## config.mk

```make
export PLATFORM = sky130hd
export DESIGN_NAME = sensor_window_debounce_qualifier_core
export DESIGN_NICKNAME = d
export VERILOG_FILES = /design/src/rtl/core/swdq_pkg.sv /design/src/rtl/core/sensor_window_debounce_qualifier_core.sv
export SDC_FILE = /design/constraint.sdc
export NUM_CORES = 1
export LEC_CHECK = 0
export BUFFER_PORTS_ARGS = -buffer_cell sky130_fd_sc_hd__buf_4
export CAP_MARGIN = 20
export CORE_ASPECT_RATIO = 0.75
export CORE_MARGIN = 2
export CORE_UTILIZATION = 55
export DETAILED_ROUTE_END_ITERATION = 16
export PLACE_DENSITY = 0.72
export SLEW_MARGIN = 0
export SYNTH_ARGS = -nofsm -noshare
export SYNTH_HDL_FRONTEND = slang
export SYNTH_SLANG_ARGS = --single-unit
export TNS_END_PERCENT = 1
```

## constraint.sdc

```tcl
create_clock -name clk -period 14.71 [get_ports clk]
set_input_delay 2.942 -clock clk [delete_from_list [all_inputs] [get_ports clk]]
set_output_delay 2.942 -clock clk [all_outputs]
set_load 0.03 [all_outputs]
```

## src/rtl/core/swdq_pkg.sv

```systemverilog
// Package for the sensor window debounce qualifier.
// Holds state codes, register indexes, reset values and the window compare.
// No dependencies.
package swdq_pkg;

    // Internal qualified state, one-hot
    typedef enum logic [2:0] {
        QS_IDLE   = 3'b001,
        QS_ACTIVE = 3'b010,
        QS_FAULT  = 3'b100
    } qstate_t;

    // Output state codes
    localparam logic [1:0] CODE_IDLE   = 2'd0;
    localparam logic [1:0] CODE_ACTIVE = 2'd1;
    localparam logic [1:0] CODE_FAULT  = 2'd2;

    // Configuration register indexes
    localparam logic [2:0] REG_FAULT_WINDOW   = 3'd0;
    localparam logic [2:0] REG_DETECT_WINDOW  = 3'd1;
    localparam logic [2:0] REG_STANDBY_WINDOW = 3'd2;
    localparam logic [2:0] REG_DEBOUNCE_MS    = 3'd3;
    localparam logic [2:0] REG_ON_DELAY_MS    = 3'd4;
    localparam logic [2:0] REG_OFF_DELAY_MS   = 3'd5;
    localparam logic [2:0] REG_MODE_BITS      = 3'd6;

    localparam int CFG_INDEX_W = 3;
    localparam int CFG_DATA_W  = 32;

    // Register reset values
    localparam logic [31:0] FAULT_WINDOW_RST   = 32'h0000_0000;
    localparam logic [31:0] DETECT_WINDOW_RST  = 32'hFFFF_FFFF;
    localparam logic [31:0] STANDBY_WINDOW_RST = 32'hFFFF_0000;

    // Upper bound value that means "no upper bound"
    localparam logic [15:0] NO_UPPER = 16'hFFFF;

    // Mode bit positions
    localparam int MODE_EN  = 0;
    localparam int MODE_INV = 1;

    // Window membership: [15:0] min, [31:16] max, both inclusive
    function automatic logic in_window(
        input logic [15:0] v,
        input logic [31:0] win,
        input logic        open_top
    );
        logic [15:0] lo;
        logic [15:0] hi;
        lo = win[15:0];
        hi = win[31:16];
        return (v >= lo) && ((open_top && (hi == NO_UPPER)) || (v <= hi));
    endfunction

    function automatic logic [1:0] state_code(input qstate_t s);
        logic [1:0] c;
        unique case (s)
            QS_IDLE:   c = CODE_IDLE;
            QS_ACTIVE: c = CODE_ACTIVE;
            QS_FAULT:  c = CODE_FAULT;
            default:   c = CODE_IDLE;
        endcase
        return c;
    endfunction

endpackage

```

## src/rtl/core/sensor_window_debounce_qualifier_core.sv

```systemverilog
// Top level of the sensor window debounce qualifier.
// Input register, single-pass qualify logic, result register.
// Depends on swdq_pkg.
//
// Usage:
//   Input channel: in_valid / in_stall carry one item (sample_mv, time_ms).
//   Output channel: out_valid / out_stall carry one result item per input
//   (channel_state: 0 idle, 1 active, 2 fault; state_changed).
//   Config port: cfg_we with cfg_index / cfg_data writes register cfg_index;
//   index 7 is ignored. Write only while the block is idle.
// Path: the accepting edge loads the input register; the result register
//   is loaded from it, with the qualified state, at the same edge that
//   updates the channel state, once no stalled result blocks it.
// Throughput: one item per cycle unless the output stalls; the state update
//   is combinational: window compares, three 32-bit elapsed-time subtractions.
// Reset: state idle, no debounce armed, timers not started, config at its
//   reset values (channel disabled).
// Stall: while out_stall holds a pending result, the result stays put and
//   the item in the input register waits; in_stall rises only when that
//   input register is also full.
module sensor_window_debounce_qualifier_core
    import swdq_pkg::*;
(
    input  logic                   clk,
    input  logic                   rst_n,
    // config write port
    input  logic                   cfg_we,
    input  logic [CFG_INDEX_W-1:0] cfg_index,
    input  logic [CFG_DATA_W-1:0]  cfg_data,
    // input channel
    input  logic                   in_valid,
    output logic                   in_stall,
    input  logic [15:0]            sample_mv,
    input  logic [31:0]            time_ms,
    // output channel
    output logic                   out_valid,
    input  logic                   out_stall,
    output logic [1:0]             channel_state,
    output logic                   state_changed
);

    // ---------------- configuration registers ----------------
    logic [31:0] fault_window_reg;
    logic [31:0] detect_window_reg;
    logic [31:0] standby_window_reg;
    logic [31:0] debounce_ms_reg;
    logic [31:0] on_delay_ms_reg;
    logic [31:0] off_delay_ms_reg;
    logic [1:0]  mode_bits_reg;

    always_ff @(posedge clk or negedge rst_n)
    begin
        if (!rst_n)
        begin
            fault_window_reg   <= FAULT_WINDOW_RST;
            detect_window_reg  <= DETECT_WINDOW_RST;
            standby_window_reg <= STANDBY_WINDOW_RST;
            debounce_ms_reg    <= '0;
            on_delay_ms_reg    <= '0;
            off_delay_ms_reg   <= '0;
            mode_bits_reg      <= '0;
        end
        else if (cfg_we)
        begin
            unique case (cfg_index)
                REG_FAULT_WINDOW:   fault_window_reg   <= cfg_data;
                REG_DETECT_WINDOW:  detect_window_reg  <= cfg_data;
                REG_STANDBY_WINDOW: standby_window_reg <= cfg_data;
                REG_DEBOUNCE_MS:    debounce_ms_reg    <= cfg_data;
                REG_ON_DELAY_MS:    on_delay_ms_reg    <= cfg_data;
                REG_OFF_DELAY_MS:   off_delay_ms_reg   <= cfg_data;
                REG_MODE_BITS:      mode_bits_reg      <= cfg_data[1:0];
                default:            ;
            endcase
        end
    end

    // ---------------- handshake ----------------
    logic        s1_valid_reg;
    logic [15:0] s1_sample_reg;
    logic [31:0] s1_time_reg;
    logic        out_valid_reg;
    logic [1:0]  out_state_reg;
    logic        out_changed_reg;

    logic out_blocked;
    logic advance;
    logic in_take;

    assign out_blocked = out_valid_reg && out_stall;
    assign advance     = s1_valid_reg && !out_blocked;   // item moves into result reg
    assign in_stall    = s1_valid_reg && out_blocked;
    assign in_take     = in_valid && !in_stall;

    always_ff @(posedge clk or negedge rst_n)
    begin
        if (!rst_n)
        begin
            s1_valid_reg  <= 1'b0;
            out_valid_reg <= 1'b0;
        end
        else
        begin
            if (!in_stall)
                s1_valid_reg <= in_valid;
            if (!out_blocked)
                out_valid_reg <= s1_valid_reg;
        end
    end

    always_ff @(posedge clk)
    begin
        if (in_take)
        begin
            s1_sample_reg <= sample_mv;
            s1_time_reg   <= time_ms;
        end
    end

    // ---------------- channel state ----------------
    qstate_t     cur_reg, cur_next;
    qstate_t     pend_reg, pend_next;
    logic        armed_reg, armed_next;
    logic [31:0] deb_start_reg, deb_start_next;
    logic [31:0] act_start_reg, act_start_next;
    logic [31:0] idle_start_reg, idle_start_next;

    logic        hit_fault, hit_detect, hit_standby;
    logic        raw_active, raw_fault, is_active;
    qstate_t     target;
    logic        stable, fin_active, fin_fault;
    logic [31:0] now;
    logic [31:0] deb_elapsed, on_elapsed, off_elapsed;
    logic [31:0] act_eff, idle_eff;

    assign now         = s1_time_reg;
    assign hit_fault   = (fault_window_reg != '0) &&
                         in_window(s1_sample_reg, fault_window_reg, 1'b1);
    assign hit_detect  = in_window(s1_sample_reg, detect_window_reg, 1'b1);
    assign hit_standby = in_window(s1_sample_reg, standby_window_reg, 1'b0);

    // zero start time means the timer has not started
    assign act_eff     = (act_start_reg == '0) ? now : act_start_reg;
    assign idle_eff    = (idle_start_reg == '0) ? now : idle_start_reg;
    assign on_elapsed  = now - act_eff;
    assign off_elapsed = now - idle_eff;
    assign deb_elapsed = now - deb_start_next;

    always_comb
    begin
        cur_next        = cur_reg;
        pend_next       = pend_reg;
        armed_next      = armed_reg;
        deb_start_next  = deb_start_reg;
        act_start_next  = act_start_reg;
        idle_start_next = idle_start_reg;
        raw_active      = 1'b0;
        raw_fault       = 1'b0;
        is_active       = 1'b0;
        target          = QS_IDLE;
        stable          = 1'b1;
        fin_active      = 1'b0;
        fin_fault       = 1'b0;

        if (!mode_bits_reg[MODE_EN])
        begin
            cur_next = QS_IDLE;
        end
        else
        begin
            // window sort, fault first; between windows keeps last state
            priority if (hit_fault)
                raw_fault = 1'b1;
            else if (hit_detect)
                raw_active = 1'b1;
            else if (hit_standby)
                raw_active = 1'b0;
            else
            begin
                raw_active = (cur_reg == QS_ACTIVE);
                raw_fault  = (cur_reg == QS_FAULT);
            end

            is_active = mode_bits_reg[MODE_INV] ? (!raw_active && !raw_fault) : raw_active;
            target    = raw_fault ? QS_FAULT : (is_active ? QS_ACTIVE : QS_IDLE);

            if (pend_reg != target)
            begin
                armed_next     = 1'b1;
                pend_next      = target;
                deb_start_next = now;
            end

            stable     = !armed_next || (deb_elapsed >= debounce_ms_reg);
            fin_active = stable ? (target == QS_ACTIVE) : (cur_reg == QS_ACTIVE);
            fin_fault  = stable ? (target == QS_FAULT) : (cur_reg == QS_FAULT);

            priority if (fin_fault && cur_reg != QS_FAULT)
            begin
                cur_next = QS_FAULT;
            end
            else if (fin_active && cur_reg == QS_IDLE)
            begin
                act_start_next = act_eff;
                if (on_elapsed >= on_delay_ms_reg)
                begin
                    cur_next        = QS_ACTIVE;
                    idle_start_next = '0;
                end
            end
            else if (!fin_active && !fin_fault && cur_reg == QS_ACTIVE)
            begin
                idle_start_next = idle_eff;
                if (off_elapsed >= off_delay_ms_reg)
                begin
                    cur_next       = QS_IDLE;
                    act_start_next = '0;
                end
            end
            else
            begin
                if (fin_active)
                    idle_start_next = '0;
                else
                    act_start_next = '0;
            end
        end
    end

    always_ff @(posedge clk or negedge rst_n)
    begin
        if (!rst_n)
        begin
            cur_reg        <= QS_IDLE;
            pend_reg       <= QS_IDLE;
            armed_reg      <= 1'b0;
            deb_start_reg  <= '0;
            act_start_reg  <= '0;
            idle_start_reg <= '0;
        end
        else if (advance)
        begin
            cur_reg        <= cur_next;
            pend_reg       <= pend_next;
            armed_reg      <= armed_next;
            deb_start_reg  <= deb_start_next;
            act_start_reg  <= act_start_next;
            idle_start_reg <= idle_start_next;
        end
    end

    // ---------------- result register ----------------
    always_ff @(posedge clk)
    begin
        if (advance)
        begin
            out_state_reg   <= state_code(cur_next);
            out_changed_reg <= (cur_next != cur_reg);
        end
    end

    assign out_valid     = out_valid_reg;
    assign channel_state = out_state_reg;
    assign state_changed = out_changed_reg;

endmodule

```

# --- Yosys cells after proc, flatten, opt, wreduce, memory -nomap -nowiden ---
# Cells that the tools add are included.
op_classes:
  n_reduce_logical: 39
  addsub: 3
  n_eq_ne: 21
  bitwise: 1
  n_lt_le_gt_ge: 9
  mux: 34
ops:
  columns: ["operator", "count"]
  rows:
  - ["32-bit 2-to-1 mux", 12]
  - ["32-bit greater-or-equal comparator", 3]
  - ["32-bit subtractor", 3]
  - ["32-bit zero test", 2]
  - ["16-bit greater-or-equal comparator", 3]
  - ["16-bit <= comparator", 3]
  - ["16-bit == test, second input constant", 2]
  - ["32-bit nonzero test", 1]
  - ["3-bit 2-to-1 mux", 7]
  - ["3-bit == test, second input constant", 6]
  - ["2-bit AND reduction", 8]
  - ["3-bit by 2-bit == test with 1-bit output, second input constant", 5]
  - ["1-bit logical AND", 13]
  - ["1-bit 2-to-1 mux", 13]
  - ["5-bit AND reduction", 2]
  - ["1-bit zero test", 7]
  - ["3-bit by 1-bit == test with 1-bit output, second input constant", 2]
  - ["3-bit inequality test", 2]
  - ["2-bit one-hot mux with 2 select lines", 1]
  - ["3-bit zero test", 1]
  - ["1-bit logical OR", 3]
  - ["3-bit by 1-bit inequality test with 1-bit output, second input constant", 1]
  - ["3-bit by 2-bit inequality test with 1-bit output, second input constant", 1]
  - ["3-bit inequality test, second input constant", 1]
  - ["other kinds (5)", 5]
word_totals:
  output_inout_bits: 5
  register_bits: 350
  in_bits: 88

# --- Longest topological paths before layout ---
depth:
  word_depth: 27
  depth_mapped: 48
  mapped_depth_nobuf: 45

# --- Worst setup path after synthesis ---
# Ideal clock, no wire load.
synth_timing:
  kind: "register to register"
  from: "register s1_sample_reg[14]"
  to: "register idle_start_reg[10]"
  stages_incl_launch_ff: 46
  arrival_time_ps: 8680
  path_slack_ps: 5905
  period_less_slack_ps: 8805
  setup_ps: 125
  path_cell_list: "edfxtp_1 > ha_1 > a21oi_1 > nand2_1 > a221o_1 > a211o_1 > a221o_1 > o32ai_1 > nand2_1 > o211ai_1 > buf_4 > clkbuf_1 > nand2_1 > o21ai_0 > ha_1 > inv_1 > fa_1 > a21o_1 > [... 10 more ...] > o31ai_2 > o21ai_1 > xor2_1 > ha_1 > nor2b_1 > o21ai_0 > nand2b_1 > a21oi_1 > nor2b_1 > o21ai_0 > nand2b_1 > a221oi_1 > and3_1 > mux2i_1 > nand2_1 > o211ai_1 > buf_2 > mux2_2"
synth_between:
  elab_chain_cells: 23
  elab_cells_between_ends: 51
synth_lines:
  columns: ["item", "line", "rtl"]
  rows:
  - ["start: declaration", "sensor_window_debounce_qualifier_core.sv:80", "logic [15:0] s1_sample_reg;"]
  - ["start signal: assignment", "sensor_window_debounce_qualifier_core.sv:115", "s1_sample_reg <= sample_mv;"]
  - ["16-bit greater-or-equal comparator or 16-bit <= comparator (tied branches)", "swdq_pkg.sv:52", "return (v >= lo) && ((open_top && (hi == NO_UPPER)) || (v <= hi));"]
  - ["1-bit logical AND or 1-bit logical OR (tied branches)", "swdq_pkg.sv:52", null]
  - ["1-bit 2-to-1 mux or 1-bit logical AND (tied branches)", "sensor_window_debounce_qualifier_core.sv:176, swdq_pkg.sv:52", null]
  - ["1-bit 2-to-1 mux or 1-bit logical AND (tied branches)", "sensor_window_debounce_qualifier_core.sv:174, sensor_window_debounce_qualifier_core.sv:137", null]
  - ["1-bit 2-to-1 mux", "sensor_window_debounce_qualifier_core.sv:172", "priority if (hit_fault)"]
  - ["1-bit 2-to-1 mux", "sensor_window_debounce_qualifier_core.sv:165", "if (!mode_bits_reg[MODE_EN])"]
  - ["1-bit zero test", "sensor_window_debounce_qualifier_core.sv:184", "is_active = mode_bits_reg[MODE_INV] ? (!raw_active && !raw_fault) : raw_active;"]
  - ["1-bit logical AND", "sensor_window_debounce_qualifier_core.sv:184", null]
  - ["[... 6 more ...]", null, null]
  - ["via deb_start_next[0]", "sensor_window_debounce_qualifier_core.sv:124", "logic [31:0] deb_start_reg, deb_start_next;"]
  - ["32-bit subtractor *", "sensor_window_debounce_qualifier_core.sv:147", "assign deb_elapsed = now - deb_start_next;"]
  - ["32-bit greater-or-equal comparator *", "sensor_window_debounce_qualifier_core.sv:194", "stable = !armed_next || (deb_elapsed >= debounce_ms_reg);"]
  - ["1-bit logical OR *", "sensor_window_debounce_qualifier_core.sv:194", null]
  - ["1-bit 2-to-1 mux, on equally long branches", "sensor_window_debounce_qualifier_core.sv:195, sensor_window_debounce_qualifier_core.sv:196", null]
  - ["1-bit zero test", "sensor_window_debounce_qualifier_core.sv:211", "else if (!fin_active && !fin_fault && cur_reg == QS_ACTIVE)"]
  - ["1-bit logical AND (2 in a row)", "sensor_window_debounce_qualifier_core.sv:211", null]
  - ["3-bit nonzero test (no source line) or 32-bit 2-to-1 mux (tied branches)", null, null]
  - ["5-bit AND reduction (no source line) or 32-bit 2-to-1 mux (tied branches)", null, null]
  - ["end signal: assignment", "sensor_window_debounce_qualifier_core.sv:248", "idle_start_reg <= idle_start_next;"]
  - ["end: declaration", "sensor_window_debounce_qualifier_core.sv:126", "logic [31:0] idle_start_reg, idle_start_next;"]
# Mark *: on every way through the listed nets, which the timed path passes. The rest lies on a longest branch. The select of a mux whose other input is x is not followed.
# A chain may end at the register's enable or synchronous reset.

# --- Worst setup path in the final report ---
layout_timing:
  from: "register s1_sample_reg[9]"
  to: "register idle_start_reg[6]"
# The elaborated chain is that of the path after synthesis.

==> flow_metrics.py <==
metrics = {
    "timing": {
        "final_hold_viol_count": 0,
        "period_needed_ns": 11.30,
        "relSlewSlack_pct": 26.0,
        "fmax_ghz": 0.0885,
        "fin_skew_ns": 0.0125,
        "rsz0062_at_grt": "no",
        "fin_tns_setup_ns": 0,
        "worstMarginPinSlew_ns": 1.10,
        "drv_slew": 0,
        "fin_crit_sh_pct": 76.8,
        "setup_violations": 0,
    },
    "global_route": {
        "grt_pass1_wl_um": 101000,
        "first_global_vias": 17662,
        "antenna_found_initial": 0,
        "grt_max_degree": 101,
        "grt_usage_pct": 30.0,
        "gr-total-overflow": 0,
    },
    "clocking": {
        "cts.path.max_buffers": 3,
        "post_cts_resized": 0,
        "cts.sinks": 350,
        "h-tree-depth": 2,
        "path_clk_slew_ns": 0.06,
        "insertion_delay_ns": 0.54,
        "cts_tree": "yes",
        "cts_hold_buffers": 0,
        "cts_buffers": 38,
        "clockRootBuffer": "clkbuf_16",
        "post_cts_buffers": 0,
    },
    "die": {
        "start_util_pct": 56.2,
        "rows": 64,
        "core_um2": 41100,
        "pin_count": 93,
        "dieArea_um2": 43600,
        "die_x_um": 241,
        "die-height_um": 181,
    },
    "synthesis": {
        "ys_async_sr_fraction_pct": 85.4,
        "ys_top_cells_by_area": "dfrtp_1, ha_1, mux2_2, edfxtp_1, dfstp_2",
        "synth_compound_area_share_pct": 15.2,
        "syn_inst": 2382,
        "yosys.area.top_type": "dfrtp_1",
        "ys_warn_count": 0,
        "syn_area_um2": 23100,
        "ys_ff_latch": 350,
        "synth-simple-area-share_pct": 12.3,
        "synthAdderAreaFrac_pct": 15.7,
        "synth_top_area_share_pct": 27.0,
        "synth_fp_nets": 2758,
        "avgSynthCellArea_um2": 9.69,
        "synthFlopType": "dfrtp_1",
        "synth_xor_area_share_pct": 2.85,
        "synth-edff-count": 51,
        "synth_top_family_by_area": "adder cells",
        "synth_cell_type_count": 80,
        "muxShareOfSynthArea_pct": 9.73,
        "ys_seq_area_share_pct": 39.3,
    },
    "final_layout": {
        "fin_nets": 2841,
        "filler_cell_count": 3442,
        "multi_input_area_um2": 12900,
        "syn_to_final_growth_pct": 11.1,
        "layout_commonest_cell": "ha_1",
        "layout_common_cells": "ha_1, dfrtp_1, inv_1",
        "regArea_um2": 9080,
        "drive_gt1_share_pct": 16.9,
    },
    "detailed_routing": {
        "dr.pass1.iters": 5,
        "drtAntennaViolNets": 0,
        "num_vias": 18159,
        "avgRoutedWirePerCell_um": 21.1,
        "drt-initial-drc-count": 1346,
        "drc": 0,
        "vias_per_cell": 5.94,
        "wl_um": 64500,
    },
    "setup_path": {
        "start_kind": "flip-flop",
        "crit_path_top_delay_cell": "a221oi_1",
        "slowest_delay_ns": 0.68,
        "critPathArrivalTime_ns": 11.72,
        "critPathCaptureType": "flip-flop",
        "critical_path.max_fanout": 37,
        "cpMostUsedCell": "o21ai_0",
        "worstPathRequired_ns": 15.13,
        "critical_path_class": "reg2reg",
    },
    "placement": {
        "routabilityCongestion": 0.946,
        "placement.io_buffers": 92,
        "hpwl_um": 48500,
    },
    "flow_run": {
        "max_cap_violations": 0,
    },
    "status": {
        "status": "complete, no violations",
    },
    "worst_hold_path": {
        "min_path_type": "reg2reg",
    },
}
## critical path: cells and delay by family (launching register included)
kind | cells | cell delay, ns
AO/OA/AOI/OAI | 24 | 5.96
multiplexers | 3 | 0.91
buffers and inverters | 3 | 1.07
flip-flops | 1 | 0.56
AND/OR/NAND/NOR | 9 | 1.17
adder cells (fa/ha/maj) | 4 | 1.26
XOR/XNOR | 1 | 0.17
## metal layers
metal,up-vias,routed length (um),GRT usage [%]
met5,-,0,0
met4,0,1450,7.13
met3,90,4390,5.37
met2,533,27700,44.7
met1,8908,31000,45.2
li1,8628,-,-
## final cells by class
cell class	instances	area share (%)
Inverter	229	3.35
Tap cell	561	2.74
Sequential cell	350	35.4
Multi-Input combinational cell	1736	50.4
Clock inverter	12	0.268
Timing Repair Buffer	110	3.25
Clock buffer	56	4.61
Antenna cell	1	0.00976
## cell usage after synthesis (all sizes together), types with 4 or more instances
cell / n
and3: 15
o31ai: 7
and2: 12
o211ai: 13
buf: 13
nand4: 42
ha: 285
a211oi: 18
o21ai: 207
or2: 4
or3: 6
dfstp: 50
xor2: 22
o2111ai: 4
o21a: 20
nand2: 201
xnor2: 53
and4: 4
nand2b: 38
nand3: 27
nor4: 33
o221ai: 4
a221o: 5
nor2b: 29
a31oi: 14
o21bai: 7
nor3: 27
clkbuf: 54
mux2: 170
a21o: 69
a21boi: 9
dfrtp: 249
mux2i: 33
nor2: 144
nand4b: 4
a21oi: 168
inv: 229
edfxtp: 51
## logic make-up (layout without fill, tap and decap cells)
family | after synthesis | after routing
other | 0 | 1
xor gates and xnor gates | 75 | 75
buffers and inverters | 296 | 407
muxes | 203 | 203
AOI/OAI and AO/OA | 575 | 575
and+or+nand+nor | 595 | 595
adders and majority gates | 288 | 288
DFF | 350 | 350
## path summary, 6_finish.rpt
kind / start / end / slack (ns) / cells after the start
hold / removal: s1_valid_reg / out_valid / 0.48 / 1
max in group asynchronous: rst_n / off_delay_ms_reg[4] / 9.92 / 3
setup / recovery: s1_sample_reg[9] / idle_start_reg[6] / 3.41 / 44
min in group asynchronous: rst_n / fault_window_reg[12] / 2.41 / 1
hold reg to reg: s1_valid_reg / out_valid / 0.48 / 1
setup reg to reg: s1_sample_reg[9] / idle_start_reg[6] / 3.41 / 44
## through the flow
| step | hold slack, ns | std cells | util [%] | setup slack (ns) | area [um^2] |
|---|---|---|---|---|---|
| after floorplan | 0.430 | 2382 | - | 5.91 | 23100 |
| after global placement | 0.462 | 2986 | 59.4 | 3.96 | 24400 |
| after detailed placement | 0.478 | 2986 | 59.4 | 3.72 | 24400 |
| after CTS | 0.484 | 3054 | 62.4 | 3.68 | 25600 |
| after global routing | 0.517 | 3054 | 62.4 | 2.69 | 25600 |
| final | 0.478 | 3055 | 62.4 | 3.41 | 25600 |
Power is not shown: default switching activity piles up to over one toggle a cycle in this logic, so the estimate is an artifact.
